==> config.mk <==
export PLATFORM = sky130hd
export DESIGN_NAME = slac_ctrl
export DESIGN_NICKNAME = d
export VERILOG_FILES = /design/src/sv/slac_pkg.sv /design/src/sv/slac_ctrl.sv
export SDC_FILE = /design/constraint.sdc
export NUM_CORES = 1
export LEC_CHECK = 0
export BUFFER_PORTS_ARGS = -buffer_cell sky130_fd_sc_hd__buf_2
export CORE_MARGIN = 2
export CORE_UTILIZATION = 40
export DETAILED_ROUTE_END_ITERATION = 12
export HOLD_SLACK_MARGIN = 0.15
export PLACE_DENSITY = 0.67
export SETUP_SLACK_MARGIN = 0.02
export SKIP_CTS_REPAIR_TIMING = 1
export SLEW_MARGIN = 20
export SYNTH_ARGS = -nofsm -noshare
export SYNTH_HDL_FRONTEND = slang
export SYNTH_SLANG_ARGS = --single-unit
==> constraint.sdc <==
create_clock -name clk_i -period 2.9 [get_ports clk_i]
set_clock_uncertainty 0.1 [all_clocks]
set_input_delay 0.435 -clock clk_i [delete_from_list [all_inputs] [get_ports clk_i]]
set_output_delay 0.435 -clock clk_i [all_outputs]
set_load 0.03 [all_outputs]
==> src/sv/slac_pkg.sv <==
// Shared types and constants for the stereo linked audio compressor.
// Holds the datapath command set, the configuration record and the
// square-root-of-two constant table. No dependencies.
package slac_pkg;

  // Register indexes of the configuration port.
  localparam logic [2:0] REG_ENABLE    = 3'd0;
  localparam logic [2:0] REG_THRESHOLD = 3'd1;
  localparam logic [2:0] REG_SLOPE     = 3'd2;
  localparam logic [2:0] REG_ATTACK    = 3'd3;
  localparam logic [2:0] REG_RELEASE   = 3'd4;
  localparam logic [2:0] REG_MAKEUP    = 3'd5;

  localparam int CFG_IDX_W  = 3;
  localparam int CFG_DATA_W = 17;

  // 6.0206 dB per octave, times 256, in Q16, and the inverse of 6.0206 in Q16.
  localparam logic [26:0] DB_OCT_Q16     = 27'd101008905;
  localparam logic [13:0] INV_DB_OCT_Q16 = 14'd10885;
  // Level given to a silent item: -144 dB in 1/256 dB.
  localparam logic signed [17:0] FLOOR_DB = -18'sd36864;

  localparam int EXP_STEPS = 16;
  localparam int CNT_W     = 4;

  typedef logic [31:0] root_arr_t [EXP_STEPS];

  // Datapath operations, one per controller step.
  typedef enum logic [3:0] {
    OP_NONE   = 4'd0,
    OP_LOAD   = 4'd1,
    OP_PEAK   = 4'd2,
    OP_NORM   = 4'd3,
    OP_LOG    = 4'd4,
    OP_LEVEL  = 4'd5,
    OP_RED    = 4'd6,
    OP_ENV1   = 4'd7,
    OP_ENV2   = 4'd8,
    OP_GAIN   = 4'd9,
    OP_EXP    = 4'd10,
    OP_APPLY1 = 4'd11,
    OP_APPLY2 = 4'd12,
    OP_OUT    = 4'd13
  } dp_op_e;

  typedef struct packed {
    dp_op_e           op;
    logic [CNT_W-1:0] idx;
  } dp_cmd_t;

  typedef struct packed {
    logic               enable;
    logic signed [16:0] threshold_db;
    logic [16:0]        compress_slope;
    logic [15:0]        attack_coeff;
    logic [15:0]        release_coeff;
    logic signed [13:0] makeup_db;
  } cfg_t;

  // Integer square root, bit by bit.
  function automatic logic [63:0] isqrt64(input logic [63:0] v);
    logic [63:0] res;
    logic [63:0] rem;
    logic [63:0] bit_v;
    res   = '0;
    rem   = v;
    bit_v = 64'h4000_0000_0000_0000;
    for (int i = 0; i < 32; i++) begin
      if (rem >= res + bit_v) begin
        rem = rem - (res + bit_v);
        res = (res >> 1) + bit_v;
      end else begin
        res = res >> 1;
      end
      bit_v = bit_v >> 2;
    end
    return res;
  endfunction

  // Successive roots of two in Q1.30: entry k is 2^(2^-(k+1)).
  function automatic root_arr_t calc_roots();
    root_arr_t   tab;
    logic [63:0] root;
    root = 64'h8000_0000;
    for (int k = 0; k < EXP_STEPS; k++) begin
      root   = isqrt64(root << 30);
      tab[k] = root[31:0];
    end
    return tab;
  endfunction

  localparam root_arr_t ROOTS = calc_roots();

endpackage

==> src/sv/slac_ctrl.sv <==
// Sequencing controller of the compressor: steps the datapath one operation
// per cycle while it is not waiting for input or for the output register, and owns both handshakes. Uses slac_pkg.
module slac_ctrl import slac_pkg::*; #(
  parameter int LOG_TABLE_BITS = 8
) (
  input  logic    clk_i,
  input  logic    rst_ni,
  input  logic    enable_i,
  input  logic    in_valid_i,
  output logic    in_ready_o,
  output logic    out_valid_o,
  input  logic    out_ready_i,
  output dp_cmd_t cmd_o
);

  typedef enum logic [12:0] {
    S_IDLE   = 13'b0000000000001,
    S_PEAK   = 13'b0000000000010,
    S_NORM   = 13'b0000000000100,
    S_LOG    = 13'b0000000001000,
    S_LEVEL  = 13'b0000000010000,
    S_RED    = 13'b0000000100000,
    S_ENV1   = 13'b0000001000000,
    S_ENV2   = 13'b0000010000000,
    S_GAIN   = 13'b0000100000000,
    S_EXP    = 13'b0001000000000,
    S_APPLY1 = 13'b0010000000000,
    S_APPLY2 = 13'b0100000000000,
    S_DONE   = 13'b1000000000000
  } state_e;

  localparam logic [CNT_W-1:0] LogLast = CNT_W'(LOG_TABLE_BITS - 1);
  localparam logic [CNT_W-1:0] ExpLast = CNT_W'(EXP_STEPS - 1);

  state_e           state_q, state_d;
  logic [CNT_W-1:0] cnt_q, cnt_d;
  logic             out_valid_q, out_valid_d;
  logic             out_free;

  assign out_free    = !out_valid_q || out_ready_i;
  assign in_ready_o  = (state_q == S_IDLE);
  assign out_valid_o = out_valid_q;

  // Next state, step counter and command.
  always_comb begin
    state_d     = state_q;
    cnt_d       = cnt_q;
    out_valid_d = out_valid_q && !out_ready_i;
    cmd_o.op    = OP_NONE;
    cmd_o.idx   = cnt_q;
    unique case (state_q)
      S_IDLE: begin
        if (in_valid_i) begin
          cmd_o.op = OP_LOAD;
          state_d  = enable_i ? S_PEAK : S_DONE;
        end
      end
      S_PEAK: begin
        cmd_o.op = OP_PEAK;
        state_d  = S_NORM;
      end
      S_NORM: begin
        cmd_o.op = OP_NORM;
        cnt_d    = '0;
        state_d  = S_LOG;
      end
      S_LOG: begin
        cmd_o.op = OP_LOG;
        cnt_d    = cnt_q + CNT_W'(1);
        if (cnt_q == LogLast) begin
          state_d = S_LEVEL;
        end
      end
      S_LEVEL: begin
        cmd_o.op = OP_LEVEL;
        state_d  = S_RED;
      end
      S_RED: begin
        cmd_o.op = OP_RED;
        state_d  = S_ENV1;
      end
      S_ENV1: begin
        cmd_o.op = OP_ENV1;
        state_d  = S_ENV2;
      end
      S_ENV2: begin
        cmd_o.op = OP_ENV2;
        state_d  = S_GAIN;
      end
      S_GAIN: begin
        cmd_o.op = OP_GAIN;
        cnt_d    = '0;
        state_d  = S_EXP;
      end
      S_EXP: begin
        cmd_o.op = OP_EXP;
        cnt_d    = cnt_q + CNT_W'(1);
        if (cnt_q == ExpLast) begin
          state_d = S_APPLY1;
        end
      end
      S_APPLY1: begin
        cmd_o.op = OP_APPLY1;
        state_d  = S_APPLY2;
      end
      S_APPLY2: begin
        cmd_o.op = OP_APPLY2;
        state_d  = S_DONE;
      end
      S_DONE: begin
        if (out_free) begin
          cmd_o.op    = OP_OUT;
          out_valid_d = 1'b1;
          state_d     = S_IDLE;
        end
      end
      default: begin
        state_d = S_IDLE;
      end
    endcase
  end

  // Control registers.
  always_ff @(posedge clk_i or negedge rst_ni) begin
    if (!rst_ni) begin
      state_q     <= S_IDLE;
      cnt_q       <= '0;
      out_valid_q <= 1'b0;
    end else begin
      state_q     <= state_d;
      cnt_q       <= cnt_d;
      out_valid_q <= out_valid_d;
    end
  end

  // An accepted item always leaves the idle state.
  assert property (@(posedge clk_i) disable iff (!rst_ni)
    (in_valid_i && in_ready_o) |=> (state_q != S_IDLE))
    else $error("accepted item did not start processing");

  // A finished item with a free output register is shown in the next cycle.
  assert property (@(posedge clk_i) disable iff (!rst_ni)
    (state_q == S_DONE && out_free) |=> (out_valid_q && state_q == S_IDLE))
    else $error("result not delivered to output register");

  // The log iteration count never runs past the fraction width.
  assert property (@(posedge clk_i) disable iff (!rst_ni)
    (state_q == S_LOG) |-> (cnt_q <= LogLast))
    else $error("log step counter out of range");

  // The exponent stage always hands over to the gain multiply.
  assert property (@(posedge clk_i) disable iff (!rst_ni)
    (state_q == S_EXP && cnt_q == ExpLast) |=> (state_q == S_APPLY1))
    else $error("exponent stage did not finish");

endmodule

; Yosys cells after proc, flatten, opt, wreduce, memory -nomap -nowiden
; Cells that the tools add are included.
[totals]
reg_bits = 18
input_bits = 5
output_inout_bits = 10
wordCells = 43
[classes]
add_sub_neg = 1
eq_ne = 19
mux = 12
reduce_logical = 8
[ops]
columns = cell, n
row1 = $pmux 13 s13, 1
row2 = $mux 13, 5
row3 = $pmux 4 s13, 1
row4 = $eq 13x1->1 const B, 1
row5 = $eq 13x10->1 const B, 1
row6 = $eq 13x11->1 const B, 1
row7 = $eq 13x12->1 const B, 1
row8 = $eq 13x13->1 const B, 1
row9 = $eq 13x2->1 const B, 1
row10 = $eq 13x3->1 const B, 1
row11 = $eq 13x4->1 const B, 1
row12 = $eq 13x5->1 const B, 1
row13 = $eq 13x6->1 const B, 1
row14 = $eq 13x7->1 const B, 1
row15 = $eq 13x8->1 const B, 1
row16 = $eq 13x9->1 const B, 1
row17 = $ne 2x2->1 const B, 4
row18 = $pmux 4 s2, 1
row19 = $add 4x1->4 const B, 1
row20 = $eq 4x3->1 const B, 1
row21 = $eq 4x4->1 const B, 1
row22 = $mux 4, 1
row23 = $reduce_and 4->1, 1
row24 = $reduce_or 2->1, 2
row25 = 5 further kinds, 8

; Longest topological paths before layout
; Gate-level depths: netlist of the first run.
[logic_depth]
depth_word = 4
mapped_depth = 7
ltp_nobuf = 6

; Worst setup path after synthesis of the first run
; No wires, ideal clock.
[synth_timing]
path_kind = register to output
start = register state_q[5]
end = output cmd_o[4] in the netlist's numbering
t_arrival_ns = 1.739
required_time_ns = 2.365
path_slack_ns = 0.626
path_stages_with_launch = 8
path_buffers = 2
cell_sequence = dfrtp_1 > buf_6 > nor4_4 > buf_6 > nand4_1 > inv_1 > a21oi_1 > nand3_1
[synth_rtl]
columns = item, line
row1 = "start, declared", slac_ctrl.sv:35  ; state_e state_q, state_d;
row2 = "start signal, assigned", slac_ctrl.sv:130  ; state_q <= state_d;
row3 = "end, declared", slac_ctrl.sv:13  ; output dp_cmd_t cmd_o

==> flow_summary.yaml, run 1 <==
placed_design:
  place_inst: 161
  place_area_mm2: 0.00123
  place_congestion: 0.847
  portBuffers: 14
  dp_hpwl_um: 2040
layout:
  nets: 143
  final_cell_mix: "dfrtp_1 (17), buf_2 (14), nor2_1 (9)"
  finalInstanceArea_mm2: 0.00128
  final_util_pct: 46.3
  final_layout_size_suffix_gt1_share_pct: 22.1
  fillers: 272
  final_common_cell: "dfrtp_1"
  diodes: 0
  multi_input_area_um2: 654
  syn2layout_area_growth_pct: 10.9
  final_cell_count_no_fill: 167
  seqCellArea_um2: 452
timing:
  finalHoldViolations: 0
  finalSetupViolCount: 0
  fin_crit_sh_pct: 95.1
  rsz0062_at_grt: "no"
  period_needed_ns: 2.76
  slew_violations: 0
  worst_slew_pin_slew_ns: 0.503
  fmax_ghz: 0.363
  finalSetupTns_ns: 0
  slew_headroom_pct: 66.0
grt:
  grt_pass1_vias: 972
  grt_use_total_pct: 17.8
  antenna_found_initial: 0
  grt_pass1_wl_um: 4550
  grt_max_degree: 19
  grt_overflow: 0
pwr:
  seqPwrFrac_pct: 35.1
  leakage_nw: 0.619
  intPower_w: 0.000549
  p_switching_w: 0.000489
  p_comb_share_pct: 52.0
  swShare_pct: 47.1
  power_frac_clock_pct: 12.8
  power.density_mw_per_mm2: 813
  ir_drop_uv: 551
worst_setup_path:
  arrival_ns: 2.22
  crit_fanout: 6
  required_ns: 2.37
  endpoint_kind: "output port"
  ff2ff_path_depth: 6
  timing.rr.end: "state_q[0]"
  r2r_slack_ns: 0.72
  path_class: "reg2out"
  r2r_start: "state_q[7]"
  cp-start-kind: "flop"
drt:
  post-route-drc-count: 0
  antenna_left: 0
  via_count: 1009
  dr.pass1.iters: 4
  vias_per_cell: 6.04
  avgRoutedWirePerCell_um: 15.9
  wl_um: 2660
  drt_iter0_drc: 18
clock_tree:
  root_buffer: "clkbuf_4"
  ctsLongestPathBuffers: 2
  cts_tree: "yes"
  cts_htree_levels: 1
  clk_latency_ns: 0.30
  clk_pin_slew_worst_paths_ns: 0.11
  cts_sinks: 18
  cts_buffers: 3
synthesis:
  synth.distinct_cells: 42
  synth_seq_cells: 18
  synth_top_area_share_pct: 36.9
  netlist_area_mm2: 0.00115
  synth.net_count: 126
  yosys_warnings: 0
  synth_top_area_cell: "dfrtp_1"
  synth.area.top_cells: "dfrtp_1 (37%), nand4_1 (3.8%), nor4_4 (3.7%), nand2b_1 (3.3%), nand3_1 (3.0%)"
  postSynthCellCount: 120
  ys_seq_area_share_pct: 39.2
  avgSynthCellArea_um2: 9.60
min_path:
  hold_path.class: "in2reg"
  holdPathEnd: "out_valid_o"
  hold_depth: 3
  hold_start: "out_ready_i"
floorplan:
  dieArea_mm2: 0.00333
  coreArea_mm2: 0.00276
  dieWidth_um: 57.7
  ios: 15
  start_util_pct: 41.8
  die_h_um: 57.7
  rows: 19
job:
  drv_cap: 0
status:
  outcome: "finished, final reports clean"
==> logic make-up (layout without fill, tap and decap cells) <==
| logic type | count (synthesis) | after routing | share of synthesized area [%] |
|---|---|---|---|
| simple gates | 70 | 70 | 40.8 |
| compound gates | 18 | 18 | 10.9 |
| flops | 18 | 18 | 39.2 |
| buf+inv | 8 | 24 | 4.02 |
| xor+xnor | 4 | 4 | 3.04 |
| fa+ha+maj | 1 | 1 | 1.09 |
| mux | 1 | 1 | 0.977 |
==> layout make-up <==
class                   count  share of cell area, %
inverters                   3                  0.881
multi-input cells          94                   51.2
flip-flops and latches     18                   35.4
well taps                  31                   3.04
repair buffers             17                   7.44
clock buffers               4                   2.06
==> power groups by stage <==
stage | sequential, W | clock [W] | combinational (W)
global route | 0.000373 | 0.000147 | 0.000593
CTS | 0.000364 | 0.000138 | 0.000524
detailed placement | 0.000369 | 0 | 0.000522
global placement | 0.000364 | 0 | 0.000516
finish | 0.000365 | 0.000133 | 0.000540
floorplan | 0.000386 | 0 | 0.000361
==> sequential cells by signal, indices dropped and copies added (netlist names) <==
| register | count |
|---|---|
| cnt_q | 4 |
| state_q | 13 |
| out_valid_o | 1 |
==> metrics by stage <==
| stage | total power [W] | worst slack, ns | hold WS [ns] |
|---|---|---|---|
| floorplan | 0.000747 | 0.626 | 0.0394 |
| global placement | 0.000880 | 0.475 | 0.289 |
| detailed placement | 0.000891 | 0.423 | 0.301 |
| CTS | 0.00103 | 0.0816 | -0.0277 |
| global route | 0.00111 | 0.0265 | 0.351 |
| finish | 0.00104 | 0.143 | 0.333 |
==> worst max path at each step <==
stage                    start  endpoint
floorplan           state_q[5]  cmd_o[4]
global placement    state_q[3]  cmd_o[6]
detailed placement  state_q[3]  cmd_o[6]
CTS                 state_q[2]  cmd_o[6]
global route        state_q[7]  cmd_o[6]
finish              state_q[7]  cmd_o[6]
==> critical path, cell delays in order (launching register included) <==
cell	delay (ns)
dfrtp_1	0.48
nor4_4	0.42
nand3_1	0.25
or3_1	0.45
nand3_1	0.12
buf_2	0.20
==> Yosys cell counts (all sizes together) <==
master / number
dfrtp: 17
nor2: 10
nor4: 9
nand3: 8
nand4: 7
nand2b: 6
o21ai: 6
nand2: 5
and3: 4
nor3: 4
nor4b: 4
a21oi: 3
and2: 3
buf: 3
inv: 3
nor2b: 3
and4: 2
clkbuf: 2
o311a: 2
or3: 2
xnor2: 2
xor2: 2
a21o: 1
a31o: 1
a31oi: 1
and4b: 1
dfstp: 1
ha: 1
mux2: 1
nand4b: 1
o22ai: 1
o31a: 1
o31ai: 1
o32ai: 1
or3b: 1
==> per-layer routing <==
metal / GRT usage [%] / routed length (µm) / up-vias
met3: 3.57 / 152 / 4
met1: 24.7 / 1220 / 485
li1: - / - / 484
met2: 28.6 / 1240 / 36
met4: 4.98 / 38 / 0
met5: 0 / 0 / -
Power figures use the tool's default switching activity.
==> inputs of run 2 (changes only) <==
--- a/config.mk
+++ b/config.mk
@@ -6,11 +6,13 @@
 export NUM_CORES = 1
 export LEC_CHECK = 0
 export BUFFER_PORTS_ARGS = -buffer_cell sky130_fd_sc_hd__buf_2
+export CELL_PAD_IN_SITES_DETAIL_PLACEMENT = 1
+export CELL_PAD_IN_SITES_GLOBAL_PLACEMENT = 1
 export CORE_MARGIN = 2
 export CORE_UTILIZATION = 40
 export DETAILED_ROUTE_END_ITERATION = 12
 export HOLD_SLACK_MARGIN = 0.15
-export PLACE_DENSITY = 0.67
+export PLACE_DENSITY = 0.74
 export SETUP_SLACK_MARGIN = 0.02
 export SKIP_CTS_REPAIR_TIMING = 1
 export SLEW_MARGIN = 20
==> run 2 against run 1 <==
  * Flip-flop and latch count did not move
  * Total power up 4.8%
  * Hold slack got worse by 0.0056 ns
  * Sequential power up 1%
  * Core utilization grew 0.91 points
  * Sequential share of layout area is 0.68 points lower
  * Global-route usage increased by 3.1 points
  * Clock power increased by 21%
  * Critical endpoint unchanged
==> flow_summary.yaml, run 2 (synthesis gave the netlist of run 1 again) <==
drt:
  post-route-drc-count: 0
  avgRoutedWirePerCell_um: 17.9
  via_count: 1019
  dr.pass1.iters: 4
  drt_iter0_drc: 20
  wl_um: 3030
  antenna_left: 0
  vias_per_cell: 6.03
grt:
  grt_use_total_pct: 21.0
  grt_max_degree: 19
  grt_pass1_wl_um: 5150
  grt_pass1_vias: 1024
  antenna_found_initial: 0
  grt_overflow: 0
worst_setup_path:
  crit_path_frequent_cell: "nand3_1"
  cpPeakStageDelay_ns: 0.49
  critical-path-top-delay-family: "simple AND/OR/NAND/NOR gates"
  endpoint_kind: "output port"
  required_ns: 2.37
  path_class: "reg2out"
  crit_path_top_delay_cell: "dfrtp_1"
  arrival_ns: 2.18
  cp-start-kind: "flop"
  worst-path-buf-inv: 1
  crit_fanout: 7
  worstPathCellList: "nor4_4, nand3_1, or3_1, nand3_1, buf_2"
layout:
  final_common_cell: "dfrtp_1"
  top_register: "state_q"
  fillers: 330
  final_cell_mix: "dfrtp_1 (17), buf_2 (14), nor2_1 (9)"
  largest_reg_flops: 13
  diodes: 0
  nets: 145
  final_layout_size_suffix_gt1_share_pct: 23.9
  final_util_pct: 47.2
  syn2layout_area_growth_pct: 13.0
placed_design:
  dp_hpwl_um: 2300
  portBuffers: 14
  place_congestion: 0.833
floorplan:
  dieWidth_um: 57.7
  rows: 19
  ios: 15
  start_util_pct: 41.8
  coreArea_mm2: 0.00276
  die_h_um: 57.7
  dieArea_mm2: 0.00333
status:
  outcome: "finished, final reports clean"
timing:
  slew_headroom_pct: 67.4
  rsz0062_at_grt: "no"
  slew_violations: 0
  period_needed_ns: 2.72
  finalSetupTns_ns: 0
  finalSetupViolCount: 0
  finalHoldViolations: 0
  fmax_ghz: 0.368
  worst_hold_slack_ns: 0.328
  worst_slew_pin_slew_ns: 0.482
  fin_crit_sh_pct: 93.8
clock_tree:
  root_buffer: "clkbuf_4"
  clk_latency_ns: 0.30
  cts_htree_levels: 1
  cts_tree: "yes"
  cts_buffers: 3
  ctsLongestPathBuffers: 2
  cts_sinks: 18
  clk_pin_slew_worst_paths_ns: 0.10
pwr:
  finalPower_w: 0.00109
  power.density_mw_per_mm2: 835
  leakage_nw: 0.634
  ir_drop_uv: 505
job:
  drv_cap: 0
min_path:
  hold_path.class: "in2reg"
-- run 2: layer usage --
metal,wire length [µm],track usage [%]
met3,129,2.23
met1,1360,28.5
met2,1490,34.6
met5,0,0
met4,46,7.97
-- run 2: final cells by class --
| type | instances | area (µm²) | area share (%) |
|---|---|---|---|
| Inverter | 3 | 11.3 | 0.865 |
| Tap cell | 31 | 38.8 | 2.98 |
| Timing Repair Buffer | 19 | 110 | 8.45 |
| Sequential cell | 18 | 452 | 34.7 |
| Clock buffer | 4 | 36.3 | 2.79 |
| Multi-Input combinational cell | 94 | 654 | 50.2 |
-- run 2: worst reg2reg max path: stages, from the launching register on --
cell and delay [ns]:
dfrtp_1 0.49, nor4_4 0.43, buf_4 0.22, nand4_1 0.22, o22ai_2 0.34, nor2_1 0.11
and4b_1 0.19
-- run 2: worst paths after layout --
| check | slack (ns) | cells past startpoint | to | from |
|---|---|---|---|---|
| setup / recovery | 0.18 | 5 | cmd_o[6] | state_q[4] |
| hold / removal | 0.33 | 3 | out_valid_o | out_ready_i |
| setup reg to reg | 0.70 | 6 | state_q[1] | state_q[4] |
| hold reg to reg | 0.44 | 1 | cnt_q[0] | cnt_q[0] |
| max in group asynchronous | 1.88 | 2 | state_q[0] | rst_ni |
| min in group asynchronous | 0.49 | 2 | state_q[10] | rst_ni |
-- run 2: where the power goes --
| group | leakage, nW | switching, W | internal (W) | total, W |
|---|---|---|---|---|
| registers | 0.246 | 0.0000721 | 0.000298 | 0.000370 |
| logic | 0.367 | 0.000349 | 0.000208 | 0.000557 |
| clock network | 0.0210 | 0.0000842 | 0.0000767 | 0.000161 |
| total | 0.634 | 0.000506 | 0.000582 | 0.00109 |
-- run 2: metrics by stage --
step / cells / area (µm²) / setup WS [ns]
2_1_floorplan: 120 / 1150 / 0.626
3_3_place_gp: 161 / 1230 / 0.447
3_5_place_dp: 161 / 1230 / 0.441
4_1_cts: 165 / 1270 / 0.0622
5_1_grt: 169 / 1300 / 0.0334
6_report: 169 / 1300 / 0.181
==> inputs of run 3 (changes only) <==
--- a/config.mk
+++ b/config.mk
@@ -10,6 +10,8 @@
 export CELL_PAD_IN_SITES_GLOBAL_PLACEMENT = 1
 export CORE_MARGIN = 2
 export CORE_UTILIZATION = 40
+export CTS_BUF_LIST = sky130_fd_sc_hd__clkbuf_2
+export CTS_CLUSTER_SIZE = 8
 export DETAILED_ROUTE_END_ITERATION = 12
 export HOLD_SLACK_MARGIN = 0.15
 export PLACE_DENSITY = 0.74
==> run 3 against run 2 <==
  * Total power decreased by 5.1%
  * Clock power decreased by 30%
  * Sequential power about the same
  * Die area unchanged
  * Sequential share of layout area increased by 0.47 points
  * Register-to-register slack improved by 0.02 ns
  * Combinational power decreased by 1%
  * Core utilization decreased by 0.64 points
  * Hold slack got worse by 0.022 ns
  * Wire length decreased by 3.6%
  * Global-route usage decreased by 0.61 points
  * Largest cell class unchanged
  * Final cell count unchanged
==> flow_summary.yaml, run 3 (synthesis gave the netlist of run 1 again) <==
status:
  outcome: "finished, final reports clean"
grt:
  grtUsageMet1_pct: 28.5
  grt_pass1_wl_um: 5040
  grt_use_total_pct: 20.3
  grt_overflow: 0
  grt_use_met3_pct: 2.90
  grt_use_met2_pct: 32.5
  antenna_found_initial: 0
  grt_pass1_vias: 1001
  top_usage_layer: "met2"
  grt_max_degree: 19
drt:
  dr.pass1.iters: 4
  via_count: 1009
  antenna_left: 0
  vias_per_cell: 5.97
  avgRoutedWirePerCell_um: 17.3
  drt_iter0_drc: 30
  wl_um: 2920
  post-route-drc-count: 0
floorplan:
  coreArea_mm2: 0.00276
  rows: 19
  die_h_um: 57.7
  dieWidth_um: 57.7
  ios: 15
  start_util_pct: 41.8
  dieArea_mm2: 0.00333
layout:
  final_common_cell: "dfrtp_1"
  final_cell_mix: "dfrtp_1 (17), buf_2 (14), nor2_1 (9)"
  top_register: "state_q"
  nets: 145
  largest_reg_flops: 13
  syn2layout_area_growth_pct: 11.5
  diodes: 0
  final_layout_size_suffix_gt1_share_pct: 23.2
  final_cell_count_no_fill: 169
placed_design:
  place_inst: 161
  place_congestion: 0.833
  pre_cts_slack_ns: 0.441
  portBuffers: 14
  dp_hpwl_um: 2300
min_path:
  hold_path.class: "in2reg"
  hold_start: "enable_i"
  hold_depth: 2
  holdPathEnd: "state_q[1]"
timing:
  finalSetupTns_ns: 0
  slew_violations: 0
  fin_ws_ns: 0.177
  finalHoldViolations: 0
  period_needed_ns: 2.72
  finalSetupViolCount: 0
  rsz0062_at_grt: "no"
  slew_headroom_pct: 67.6
  worst_slew_pin_slew_ns: 0.480
  fmax_ghz: 0.367
  fin_crit_sh_pct: 93.9
clock_tree:
  clk_latency_ns: 0.32
  cts_buffers: 3
  cts_htree_levels: 1
  ctsLongestPathBuffers: 2
  cts_sinks: 18
  clk_pin_slew_worst_paths_ns: 0.18
  root_buffer: "clkbuf_2"
  cts_tree: "yes"
worst_setup_path:
  endpoint_kind: "output port"
  arrival_ns: 2.19
  worstPathCellList: "nor4_4, nand3_1, or3_1, nand3_1, buf_2"
  timing.rr.end: "state_q[1]"
  r2r_start: "state_q[4]"
  crit_fanout: 7
  cp-start-kind: "flop"
  cpPeakStageDelay_ns: 0.51
  crit_path_top_delay_cell: "dfrtp_1"
  path_class: "reg2out"
  crit_path_frequent_cell: "nand3_1"
  r2r_slack_ns: 0.72
  ff2ff_path_depth: 6
  required_ns: 2.37
pwr:
  ir_drop_uv: 479
  power.density_mw_per_mm2: 804
  leakage_nw: 0.627
  finalPower_w: 0.00103
job:
  drv_cap: 0
## run 3: metal layers
metal	wire, µm	vias to the layer above
li1	-	488
met1	1320	491
met2	1410	25
met3	154	5
met4	44	0
met5	0	-
## run 3: through the flow
stage	hold WS (ns)	area [µm²]	util [%]
CTS	-0.0778	1250	45.4
finish	0.306	1280	46.6
global route	0.277	1280	46.6
global placement	0.289	1230	44.7
floorplan	0.0394	1150	-
detailed placement	0.297	1230	44.7
## run 3: worst max-delay path by stage
stage | depth (start not counted) | endpoint | start
after floorplan | 7 | cmd_o[4] | state_q[5]
after global placement | 5 | cmd_o[6] | state_q[3]
after detailed placement | 5 | cmd_o[6] | state_q[3]
after CTS | 5 | cmd_o[6] | state_q[3]
after global routing | 7 | cmd_o[4] | state_q[4]
final | 5 | cmd_o[6] | state_q[4]
## run 3: power by group
part	total, W	internal, W	switching, W
Combinational	0.000551	0.000208	0.000343
Clock	0.000113	0.0000300	0.0000833
Sequential	0.000369	0.000297	0.0000711
Total	0.00103	0.000535	0.000497
## run 3: worst max-delay path: cells and delay by family (launching register included)
| family | cells | cell delay (ns) |
|---|---|---|
| and+or+nand+nor | 4 | 1.18 |
| DFF | 1 | 0.51 |
| buffers and inverters | 1 | 0.20 |
## run 3: area by class of cell
cell class | count | area [µm²]
fillers | 334 | 1470
multi-input cells | 94 | 654
flip-flops and latches | 18 | 452
repair buffers | 19 | 110
well taps | 31 | 38.8
clock buffers | 3 | 15.0
inverters | 3 | 11.3
clock inverters | 1 | 3.75
